$ cat config.mk
export PLATFORM = sky130hd
export DESIGN_NAME = txcon_cursor
export DESIGN_NICKNAME = d
export VERILOG_FILES = /design/src/txcon_pkg.sv /design/src/txcon_cursor.sv
export SDC_FILE = /design/constraint.sdc
export NUM_CORES = 1
export LEC_CHECK = 0
export BUFFER_PORTS_ARGS = -buffer_cell sky130_fd_sc_hd__buf_4
export CORE_ASPECT_RATIO = 1.5
export CORE_UTILIZATION = 49
export CTS_CLUSTER_DIAMETER = 100
export DETAILED_ROUTE_END_ITERATION = 7
export PLACE_DENSITY = 0.76
export SLEW_MARGIN = 5
export SYNTH_ARGS = -nofsm -noshare
export SYNTH_HDL_FRONTEND = slang
export SYNTH_SLANG_ARGS = --single-unit
$ cat constraint.sdc
create_clock -name clock -period 4.4 [get_ports clock]
set_input_delay 1.1 -clock clock [delete_from_list [all_inputs] [get_ports clock]]
set_output_delay 1.1 -clock clock [all_outputs]
set_load 0.005 [all_outputs]
$ cat src/txcon_pkg.sv
// Shared types and constants of the text console.
package txcon_pkg;

   localparam int KIND_W   = 1;
   localparam int CHAR_W   = 8;
   localparam int INDEX_W  = 12;
   localparam int CURSOR_W = 12;

   localparam logic [KIND_W-1:0] KIND_PRINT = 1'b0;
   localparam logic [KIND_W-1:0] KIND_READ  = 1'b1;

   localparam logic [CHAR_W-1:0] CH_TAB     = 8'd9;
   localparam logic [CHAR_W-1:0] CH_NEWLINE = 8'd10;
   localparam logic [CHAR_W-1:0] CH_RETURN  = 8'd13;
   localparam logic [CHAR_W-1:0] CH_BLANK   = 8'd0;

   // cursor commands from the sequencer
   typedef struct packed {
      logic step;   // advance by one cell
      logic home;   // back to the start of the row
      logic fold;   // last step of the item: scroll back if past the end
   } txcon_cmd_type;

   // flags of the step that the cursor would take this cycle
   typedef struct packed {
      logic col_wrap;   // step lands on a row start
      logic tab_wrap;   // step lands on a tab stop
      logic past_end;   // step lands beyond the last cell
   } txcon_stat_type;

endpackage

$ cat src/txcon_cursor.sv
// Cursor position with its row start, column and tab phase.
module txcon_cursor
   import txcon_pkg::*;
#(
   parameter int COLUMNS   = 80,
   parameter int CELLS     = 2400,
   parameter int TAB_WIDTH = 8,
   localparam int CUR_W = $clog2(CELLS + COLUMNS + TAB_WIDTH + 1)
) (
   input  logic             clock,
   input  logic             reset,
   input  txcon_cmd_type    cmd,
   output txcon_stat_type   stat,
   output logic [CUR_W-1:0] cursor
);

   localparam int  COL_W     = $clog2(COLUMNS);
   localparam int  TM_W      = $clog2(TAB_WIDTH);
   localparam bit  WIDE      = (COLUMNS >= CELLS);
   localparam int  COL_MOD   = COLUMNS % TAB_WIDTH;
   localparam int  DOWN_COL  = (TAB_WIDTH - COL_MOD) % TAB_WIDTH;
   localparam int  DOWN_CELL = (TAB_WIDTH - (CELLS % TAB_WIDTH)) % TAB_WIDTH;
   localparam int  SAT_RB    = ((CELLS - 1) / COLUMNS) * COLUMNS;
   localparam int  SAT_COL   = (CELLS - 1) % COLUMNS;
   localparam int  SAT_TM    = (CELLS - 1) % TAB_WIDTH;
   localparam int  SAT_RBT   = SAT_RB % TAB_WIDTH;

   logic [CUR_W-1:0] cur_ff, cur_in, rb_ff, rb_in;
   logic [COL_W-1:0] col_ff, col_in;
   logic [TM_W-1:0]  tm_ff, tm_in, rbt_ff, rbt_in;

   logic [CUR_W-1:0] st_cur, st_rb, sc_cur;
   logic [COL_W-1:0] st_col;
   logic [TM_W-1:0]  st_tm, st_rbt;

   // a + k modulo the tab width, both below it
   function automatic logic [TM_W-1:0] mod_add(input logic [TM_W-1:0] a,
                                               input logic [TM_W-1:0] k);
      logic [TM_W:0] s;
      s = {1'b0, a} + {1'b0, k};
      if (s >= (TM_W+1)'(TAB_WIDTH)) begin
         s = s - (TM_W+1)'(TAB_WIDTH);
      end
      return s[TM_W-1:0];
   endfunction

   always_comb begin
      stat.col_wrap = (col_ff == COL_W'(COLUMNS - 1));
      stat.tab_wrap = (tm_ff == TM_W'(TAB_WIDTH - 1));

      st_cur = cur_ff + CUR_W'(1);
      st_col = stat.col_wrap ? '0 : col_ff + COL_W'(1);
      st_rb  = stat.col_wrap ? rb_ff + CUR_W'(COLUMNS) : rb_ff;
      st_rbt = stat.col_wrap ? mod_add(rbt_ff, TM_W'(COL_MOD)) : rbt_ff;
      st_tm  = stat.tab_wrap ? '0 : tm_ff + TM_W'(1);

      stat.past_end = (st_cur >= CUR_W'(CELLS));

      if (WIDE) begin
         sc_cur = st_cur - CUR_W'(CELLS);
      end else begin
         sc_cur = st_cur - CUR_W'(COLUMNS);
      end

      cur_in = cur_ff;
      rb_in  = rb_ff;
      col_in = col_ff;
      tm_in  = tm_ff;
      rbt_in = rbt_ff;

      if (cmd.step) begin
         if (cmd.fold && stat.past_end) begin
            if (sc_cur >= CUR_W'(CELLS)) begin
               // still past the end after one scroll: pin to the last cell
               cur_in = CUR_W'(CELLS - 1);
               rb_in  = CUR_W'(SAT_RB);
               col_in = COL_W'(SAT_COL);
               tm_in  = TM_W'(SAT_TM);
               rbt_in = TM_W'(SAT_RBT);
            end else if (WIDE) begin
               // whole store shifted out: cursor lands in the top row
               cur_in = sc_cur;
               rb_in  = '0;
               col_in = sc_cur[COL_W-1:0];
               tm_in  = mod_add(st_tm, TM_W'(DOWN_CELL));
               rbt_in = '0;
            end else begin
               cur_in = sc_cur;
               rb_in  = st_rb - CUR_W'(COLUMNS);
               col_in = st_col;
               tm_in  = mod_add(st_tm, TM_W'(DOWN_COL));
               rbt_in = mod_add(st_rbt, TM_W'(DOWN_COL));
            end
         end else begin
            cur_in = st_cur;
            rb_in  = st_rb;
            col_in = st_col;
            tm_in  = st_tm;
            rbt_in = st_rbt;
         end
      end else if (cmd.home) begin
         cur_in = rb_ff;
         col_in = '0;
         tm_in  = rbt_ff;
      end
   end

   always_ff @(posedge clock) begin
      if (reset) begin
         cur_ff <= '0;
         rb_ff  <= '0;
         col_ff <= '0;
         tm_ff  <= '0;
         rbt_ff <= '0;
      end else begin
         cur_ff <= cur_in;
         rb_ff  <= rb_in;
         col_ff <= col_in;
         tm_ff  <= tm_in;
         rbt_ff <= rbt_in;
      end
   end

   assign cursor = cur_ff;

endmodule

---- Word-level counts from Yosys, hierarchy flattened ----
Cells that the tools add are included.
word-level totals
  logic and storage cells ................. 46
  register bits after elaboration ......... 37
cells by class
  $add $sub $neg .......................... 9
  reductions and logical operators ........ 2
  equality and inequality tests ........... 2
  multiplexer cells ....................... 23
  magnitude comparators ................... 5
operators with widths
  cell                   number
  $mux 12                7
  $mux 7                 5
  $mux 3                 11
  $ge 12x12->1 const B   2
  $sub 12x7->12 const B  2
  $add 12x1->12 const B  1
  $add 12x7->12 const B  1
  $ge 3x4->1 const B     3
  $sub 3x1->3 const B    3
  $add 7x1->7 const B    1
  $eq 7x7->1 const B     1
  $add 3x1->3 const B    1
  $eq 3x3->1 const B     1
  $reduce_bool 2->1      1
  $logic_and 1x1->1      1

---- Depth between registers and ports, before layout ----
Gate-level depths: netlist of the first run.
  depth after elaboration ................. 7
  gate-level depth with buffers ........... 16

---- Worst setup path after synthesis of the first run ----
Ideal clock, no wire load.
  path type ............................... flip-flop to flip-flop
  start point ............................. register cur_ff[0] (netlist: cursor[0])
  end point ............................... register rb_ff[10]
  cell stages (with the launch flop) ...... 16
  setup time .............................. 95 ps
  data required time ...................... 4305 ps
  path buffers ............................ 2
  arrival time ............................ 3084 ps
  setup slack ............................. 1220 ps
  cells stage by stage .................... dfxtp_1 > ha_1 > buf_6 > nand3_1 > xor2_1 > ha_1 > nor2_1 > nand3_1 > nand4_1 > or3_1 > a211oi_2 > o211ai_1 > and2_1 > buf_6 > or4_1 > o311ai_1
on the way
  word-level cells in the longest chain between the ends .. 5
ends and longest elaborated chain
  element                 line                 source
  start, declared         txcon_cursor.sv:28   logic [CUR_W-1:0] cur_ff, cur_in, rb_ff, rb_in;
  start signal, assigned  txcon_cursor.sv:116  cur_ff <= cur_in;
  $add 12x1->12 (*)       txcon_cursor.sv:51   st_cur = cur_ff + CUR_W'(1);
  $sub 12x7->12           txcon_cursor.sv:62   sc_cur = st_cur - CUR_W'(COLUMNS);
  $ge 12x12->1            txcon_cursor.sv:73   if (sc_cur >= CUR_W'(CELLS)) begin
  $mux 12                 txcon_cursor.sv:73
  $mux 12 (*)             txcon_cursor.sv:72   if (cmd.fold && stat.past_end) begin
  end signal, assigned    txcon_cursor.sv:117  rb_ff <= rb_in;
  end, declared           txcon_cursor.sv:28
Mark *: on every way between the ends. The rest lies on a longest branch, timed or not.
A chain may end at the register's enable or synchronous reset.

---- Worst setup path after layout of the first run ----
Same ends and word-level chain as after synthesis.

==> flow_metrics.env, run 1 <==
export IMPL_outcome="complete, no violations"
export IMPL_synth_area_per_cell_um2=7.54
export IMPL_antenna_left=0
export IMPL_wl_per_cell_um=15.3
export IMPL_pre_cts_ws_ns=0.636
export IMPL_final_cell_mix="nor2_1, dfxtp_1, a21oi_1"
export IMPL_rows=31
export IMPL_slew_viol_final=0
export IMPL_ys_flop_type="dfxtp_1"
export IMPL_pin_count=20
export IMPL_yosys_warnings=0
export IMPL_syn_nets=342
export IMPL_cpPeakStageDelay_ns=0.55
export IMPL_clk_latency_ns=0.29
export IMPL_synth_top_area_cell="dfxtp_1"
export IMPL_ys_types=65
export IMPL_finalHoldViolCount=0
export IMPL_grt_overflow_total=0
export IMPL_critical_path_class="register to register"
export IMPL_final_common_cell="nor2_1"
export IMPL_n_antenna_cell=0
export IMPL_wl_mm=6.05
export IMPL_rsz0062_at_grt="false"
export IMPL_netlist_instances=329
export IMPL_layout_nets=341
export IMPL_grt_pass1_vias=2141
export IMPL_seq_area_frac_synth_pct=24.2
export IMPL_routed_via_density=6.02
export IMPL_postCtsHoldBufs=0
export IMPL_cts_reportedPaths_clkPinSlew_ns=0.07
export IMPL_regArea_um2=601
export IMPL_final_util_pct=54.9
export IMPL_crit_required_ns=4.60
export IMPL_timing_final_ws_setup_ns=0.586
export IMPL_n_fill_cell=494
export IMPL_start_kind="register"
export IMPL_clock_skew_ns=0.00606
export IMPL_path_max_fanout=17
export IMPL_critPathBufInv=0
export IMPL_syn_area_um2=2480
export IMPL_drtIter0Drc=107
export IMPL_cts_resized=0
export IMPL_synth_top_cells_by_area="dfxtp_1, nor2_1, a21oi_1"
export IMPL_worstPathCellList="ha_1 > nand3_1 > xor2_1 > ha_1 > nor2_1 > nand3_1 > nand4_1 > or3_1 > a211oi_2 > o211ai_1 > and2_1 > or4_1 > o311ai_1"
export IMPL_finalSetupViolCount=0
export IMPL_io_buffer_count=19
export IMPL_synth_edf_count=0
export IMPL_die_h_um=89.2
export IMPL_drc=0
export IMPL_dpl_hpwl_mm=4.38
export IMPL_core_um2=4850
export IMPL_area_delta_synth_final_pct=7.36
export IMPL_grt_max_degree=34
export IMPL_clock_root_buffer="clkbuf_8"
export IMPL_htreeDepth=2
export IMPL_end_kind="register"
export IMPL_cts_buffer_depth=2
export IMPL_fmax_mhz=262
export IMPL_cp_slowest_cell="or4_1"
export IMPL_drive_gt1_share_pct=12.2
export IMPL_yosysTopAreaCellShare_pct=24.2
export IMPL_hold_class="register to register"
export IMPL_grt_pass1_wl_mm=9.87
export IMPL_powerDensity_nw_per_um2=221
export IMPL_fin_crit_sh_pct=86.7
export IMPL_antenna_found_initial=0
export IMPL_cpLargestDelayFamily="simple AND/OR/NAND/NOR gates"
export IMPL_dr_pass1_iters=4
export IMPL_min_period_ns=3.81
export IMPL_multiInputGateArea_um2=1690
export IMPL_start_util_pct=51.2
export IMPL_p_leak_nw=1.05
export IMPL_grt_usage_pct=24.5
export IMPL_gp_congestion=0.950
export IMPL_cts_tree="yes"
export IMPL_worst_slew_pin_slew_ns=0.775
export IMPL_num_vias=2377
export IMPL_ys_ff_latch=30
export IMPL_cts_buffers=5
export IMPL_ir_worst_vdd_mv=0.157
export IMPL_relSlewSlack_pct=48.3
export IMPL_fin_tns_setup_ns=0
export IMPL_cts_sinks=30
export IMPL_fp_dieW_um=60.1
export IMPL_critical_path_arrival_ns=4.02
export IMPL_cts_setup_buffers=0
export IMPL_cap_violations=0
export IMPL_dieArea_um2=5360
export IMPL_ys_async_sr_fraction_pct=0
-- tightest hold or removal path, cell delays in order (launching register included) --
cell and delay [ns]:
dfxtp_1 0.33, nand2_1 0.06, a21oi_1 0.05
-- final timing paths --
| check | startpoint | cells past startpoint | slack [ns] | endpoint |
|---|---|---|---|---|
| max | cursor[0]$_SDFFE_PP0P_ | 13 | 0.59 | rb_ff[10]$_SDFFE_PP0P_ |
| min | tm_ff[0]$_SDFFE_PP0P_ | 2 | 0.48 | tm_ff[0]$_SDFFE_PP0P_ |
| max reg2reg | cursor[0]$_SDFFE_PP0P_ | 13 | 0.59 | rb_ff[10]$_SDFFE_PP0P_ |
| min reg2reg | tm_ff[0]$_SDFFE_PP0P_ | 2 | 0.48 | tm_ff[0]$_SDFFE_PP0P_ |
-- final cells by class --
cell class              count  area share [%]
multi-input cells         259            63.6
flip-flops and latches     30            22.5
repair buffers             20            5.64
clock buffers               7            3.24
well taps                  66            3.10
inverters                  12            1.69
clock inverters             1           0.188
-- kinds of logic after synthesis --
logic type	after synthesis	synth area share (%)
AOI/OAI and AO/OA	90	24.3
xor gates and xnor gates	19	7.56
adders and majority gates	8	4.03
buffers and inverters	40	7.51
DFF	30	24.2
muxes	11	4.54
and+or+nand+nor	131	27.9
-- per-layer routing --
layer | track usage (%) | vias up | wire, um
li1 | - | 1187 | -
met1 | 26.8 | 1108 | 2420
met5 | 0 | - | 0
met2 | 41.9 | 63 | 3130
met3 | 5.21 | 19 | 243
met4 | 15.9 | 0 | 250
-- power breakdown --
group | total [mW] | switching (mW) | internal [mW]
Clock | 0.234 | 0.108 | 0.126
Combinational | 0.0660 | 0.0381 | 0.0279
Sequential | 0.289 | 0.0106 | 0.279
-- flip-flops by register name, summed over array words and instances, names as in the netlist --
name and cells:
col_ff 7, cursor 12, rb_ff 8, tm_ff 3
-- stage by stage --
| stage | area (um2) | power [mW] | hold WS [ns] | cells |
|---|---|---|---|---|
| 2_1_floorplan | 2480 | 0.343 | 0.454 | 329 |
| 3_3_place_gp | 2570 | 0.361 | 0.467 | 387 |
| 3_5_place_dp | 2570 | 0.361 | 0.477 | 387 |
| 4_1_cts | 2660 | 0.595 | 0.484 | 395 |
| 5_1_grt | 2660 | 0.617 | 0.522 | 395 |
| 6_report | 2660 | 0.589 | 0.482 | 395 |
-- cell usage after synthesis, types with 3 or more instances --
| library cell | instances |
|---|---|
| a21oi_1 | 25 |
| a221oi_1 | 3 |
| a211o_1 | 4 |
| nor2_1 | 37 |
| mux2i_1 | 9 |
| a21o_1 | 5 |
| and2_1 | 7 |
| xor2_1 | 4 |
| dfxtp_1 | 30 |
| inv_1 | 12 |
| nand3_1 | 16 |
| a211oi_1 | 8 |
| clkbuf_1 | 17 |
| or3_1 | 7 |
| buf_6 | 3 |
| ha_1 | 8 |
| o21ai_0 | 14 |
| nor3_1 | 9 |
| nor4_1 | 4 |
| nand4_1 | 3 |
| nand2_1 | 21 |
| and3_1 | 5 |
| nor2b_1 | 6 |
| xnor2_1 | 13 |
| o21ai_1 | 9 |
| buf_2 | 5 |
Note: power is estimated with default switching activity, not from simulation.
==> run 2, diff against run 1 <==
Settings changed: CAP_MARGIN from default to 20, CORE_UTILIZATION 49 to 40, PLACE_DENSITY 0.76 to 0.66.
==> run 2 against run 1 <==
  * Clock skew about the same
  * Largest cell class unchanged
  * Critical path depth unchanged
  * Cell area about the same
  * Clock power decreased by 9.8%
  * Clock-buffer cell count decreased by 2
  * Critical endpoint unchanged
  * Register-to-register slack about the same
==> flow_metrics.env, run 2 (same netlist as run 1, synthesis figures left out) <==
export IMPL_io_buffer_count=19
export IMPL_final_area_um2=2670
export IMPL_internal_power_mw=0.413
export IMPL_cts_sinks=30
export IMPL_reg2reg_slack_ns=0.58
export IMPL_fp_dieW_um=66.3
export IMPL_clock_skew_ns=0.00601
export IMPL_combPwrFrac_pct=11.8
export IMPL_drive_gt1_share_pct=12.5
export IMPL_wl_per_cell_um=15.9
export IMPL_slew_viol_final=0
export IMPL_dpl_hpwl_mm=4.61
export IMPL_p_sw_share_pct=27.3
export IMPL_num_vias=2384
export IMPL_regToRegStartpoint="cursor[0]$_SDFFE_PP0P_"
export IMPL_area_delta_synth_final_pct=7.46
export IMPL_rr_worst_depth=13
export IMPL_min_period_ns=3.82
export IMPL_fin_crit_sh_pct=86.9
export IMPL_htreeDepth=2
export IMPL_largest_register_ffs=12
export IMPL_rsz0062_at_grt="false"
export IMPL_p_sw_mw=0.155
export IMPL_final_common_cell="nor2_1"
export IMPL_cts_reportedPaths_clkPinSlew_ns=0.07
export IMPL_dieArea_um2=6530
export IMPL_pre_cts_ws_ns=0.627
export IMPL_worst_slew_pin_slew_ns=0.665
export IMPL_cts_tree="yes"
export IMPL_drc=0
export IMPL_fin_tns_setup_ns=0
export IMPL_power_share_clock_pct=37.2
export IMPL_end_kind="register"
export IMPL_drtIter0Drc=97
export IMPL_final_cell_mix="nor2_1, dfxtp_1, a21oi_1"
export IMPL_clk_latency_ns=0.28
export IMPL_grt_overflow_total=0
export IMPL_place_area_um2=2590
export IMPL_dr_pass1_iters=4
export IMPL_r2r_end="rb_ff[10]$_SDFFE_PP0P_"
export IMPL_fmax_mhz=262
export IMPL_start_util_pct=42.3
export IMPL_pin_count=20
export IMPL_critical_path_arrival_ns=4.01
export IMPL_ir_worst_vdd_mv=0.141
export IMPL_clock_root_buffer="clkbuf_8"
export IMPL_grt_pass1_vias=2272
export IMPL_cap_violations=0
export IMPL_cts_buffers=5
export IMPL_antenna_found_initial=0
export IMPL_n_fill_cell=621
export IMPL_critical_path_class="register to register"
export IMPL_crit_required_ns=4.59
export IMPL_finalSetupViolCount=0
export IMPL_outcome="complete, no violations"
export IMPL_layout_cells_non_filler=401
export IMPL_start_kind="register"
export IMPL_grt_max_degree=34
export IMPL_cts_buffer_depth=2
export IMPL_postCtsHoldBufs=0
export IMPL_routed_via_density=5.95
export IMPL_antenna_left=0
export IMPL_n_antenna_cell=0
export IMPL_cts_setup_buffers=0
export IMPL_timing_final_ws_setup_ns=0.578
export IMPL_finalHoldViolCount=0
export IMPL_min_delay_path_depth=2
export IMPL_seq_power_share_pct=51.0
export IMPL_rows=34
export IMPL_p_leak_nw=1.05
export IMPL_grt_usage_pct=21.8
export IMPL_whs_ns=0.490
export IMPL_grt_pass1_wl_mm=11.1
export IMPL_wl_mm=6.36
export IMPL_gp_congestion=0.888
export IMPL_layout_nets=342
export IMPL_place_inst=394
export IMPL_hp_start="tm_ff[0]$_SDFFE_PP0P_"
export IMPL_die_h_um=98.5
export IMPL_relSlewSlack_pct=55.7
export IMPL_cts_resized=0
export IMPL_final_util_pct=45.4
export IMPL_path_max_fanout=17
export IMPL_core_um2=5870
export IMPL_hold_end="tm_ff[0]$_SDFFE_PP0P_"
export IMPL_powerDensity_nw_per_um2=213
export IMPL_p_total_mw=0.568
export IMPL_hold_class="register to register"
## run 2: how the worst max path moves through the flow
stage                           startpoint                      to  slack [ns]  depth (start not counted)
floorplan           cursor[0]$_SDFFE_PP0P_  rb_ff[10]$_SDFFE_PP0P_        1.22                         15
global placement    cursor[0]$_SDFFE_PP0P_  rb_ff[10]$_SDFFE_PP0P_        0.76                         13
detailed placement  cursor[0]$_SDFFE_PP0P_  rb_ff[10]$_SDFFE_PP0P_        0.63                         13
CTS                 cursor[0]$_SDFFE_PP0P_  rb_ff[10]$_SDFFE_PP0P_        0.60                         13
global route        cursor[0]$_SDFFE_PP0P_  rb_ff[10]$_SDFFE_PP0P_        0.29                         13
finish              cursor[0]$_SDFFE_PP0P_  rb_ff[10]$_SDFFE_PP0P_        0.58                         13
## run 2: layout make-up
class / count / area [um2] / area share [%]
multi-input combinational: 259 / 1690 / 63.5
sequential: 30 / 601 / 22.5
timing repair buffer: 21 / 158 / 5.91
tap: 72 / 90.1 / 3.38
clock buffer: 5 / 68.8 / 2.58
inverter: 12 / 45.0 / 1.69
clock inverter: 2 / 10.0 / 0.375
## run 2: layer usage
| layer | vias up | global-route usage (%) | wire [um] |
|---|---|---|---|
| met5 | - | 0 | 0 |
| met4 | 0 | 8.35 | 141 |
| met3 | 11 | 3.36 | 185 |
| met2 | 45 | 37.5 | 3300 |
| met1 | 1144 | 26.6 | 2730 |
| li1 | 1184 | - | - |
## run 2: power by group through the flow
stage / clock, mW / combinational, mW / sequential, mW
6_report: 0.211 / 0.0671 / 0.290
5_1_grt: 0.234 / 0.0753 / 0.291
4_1_cts: 0.218 / 0.0674 / 0.289
3_5_place_dp: 0 / 0.0673 / 0.295
3_3_place_gp: 0 / 0.0670 / 0.295
2_1_floorplan: 0 / 0.0514 / 0.291
## run 2: critical path: stages (launching register included)
cell and delay (ns):
dfxtp_1 0.47, ha_1 0.40, nand3_1 0.18, xor2_1 0.35
ha_1 0.30, nor2_1 0.06, nand3_1 0.10, nand4_1 0.17
or3_1 0.37, a211oi_2 0.19, o211ai_1 0.14, and2_1 0.39
or4_1 0.55, o311ai_1 0.08
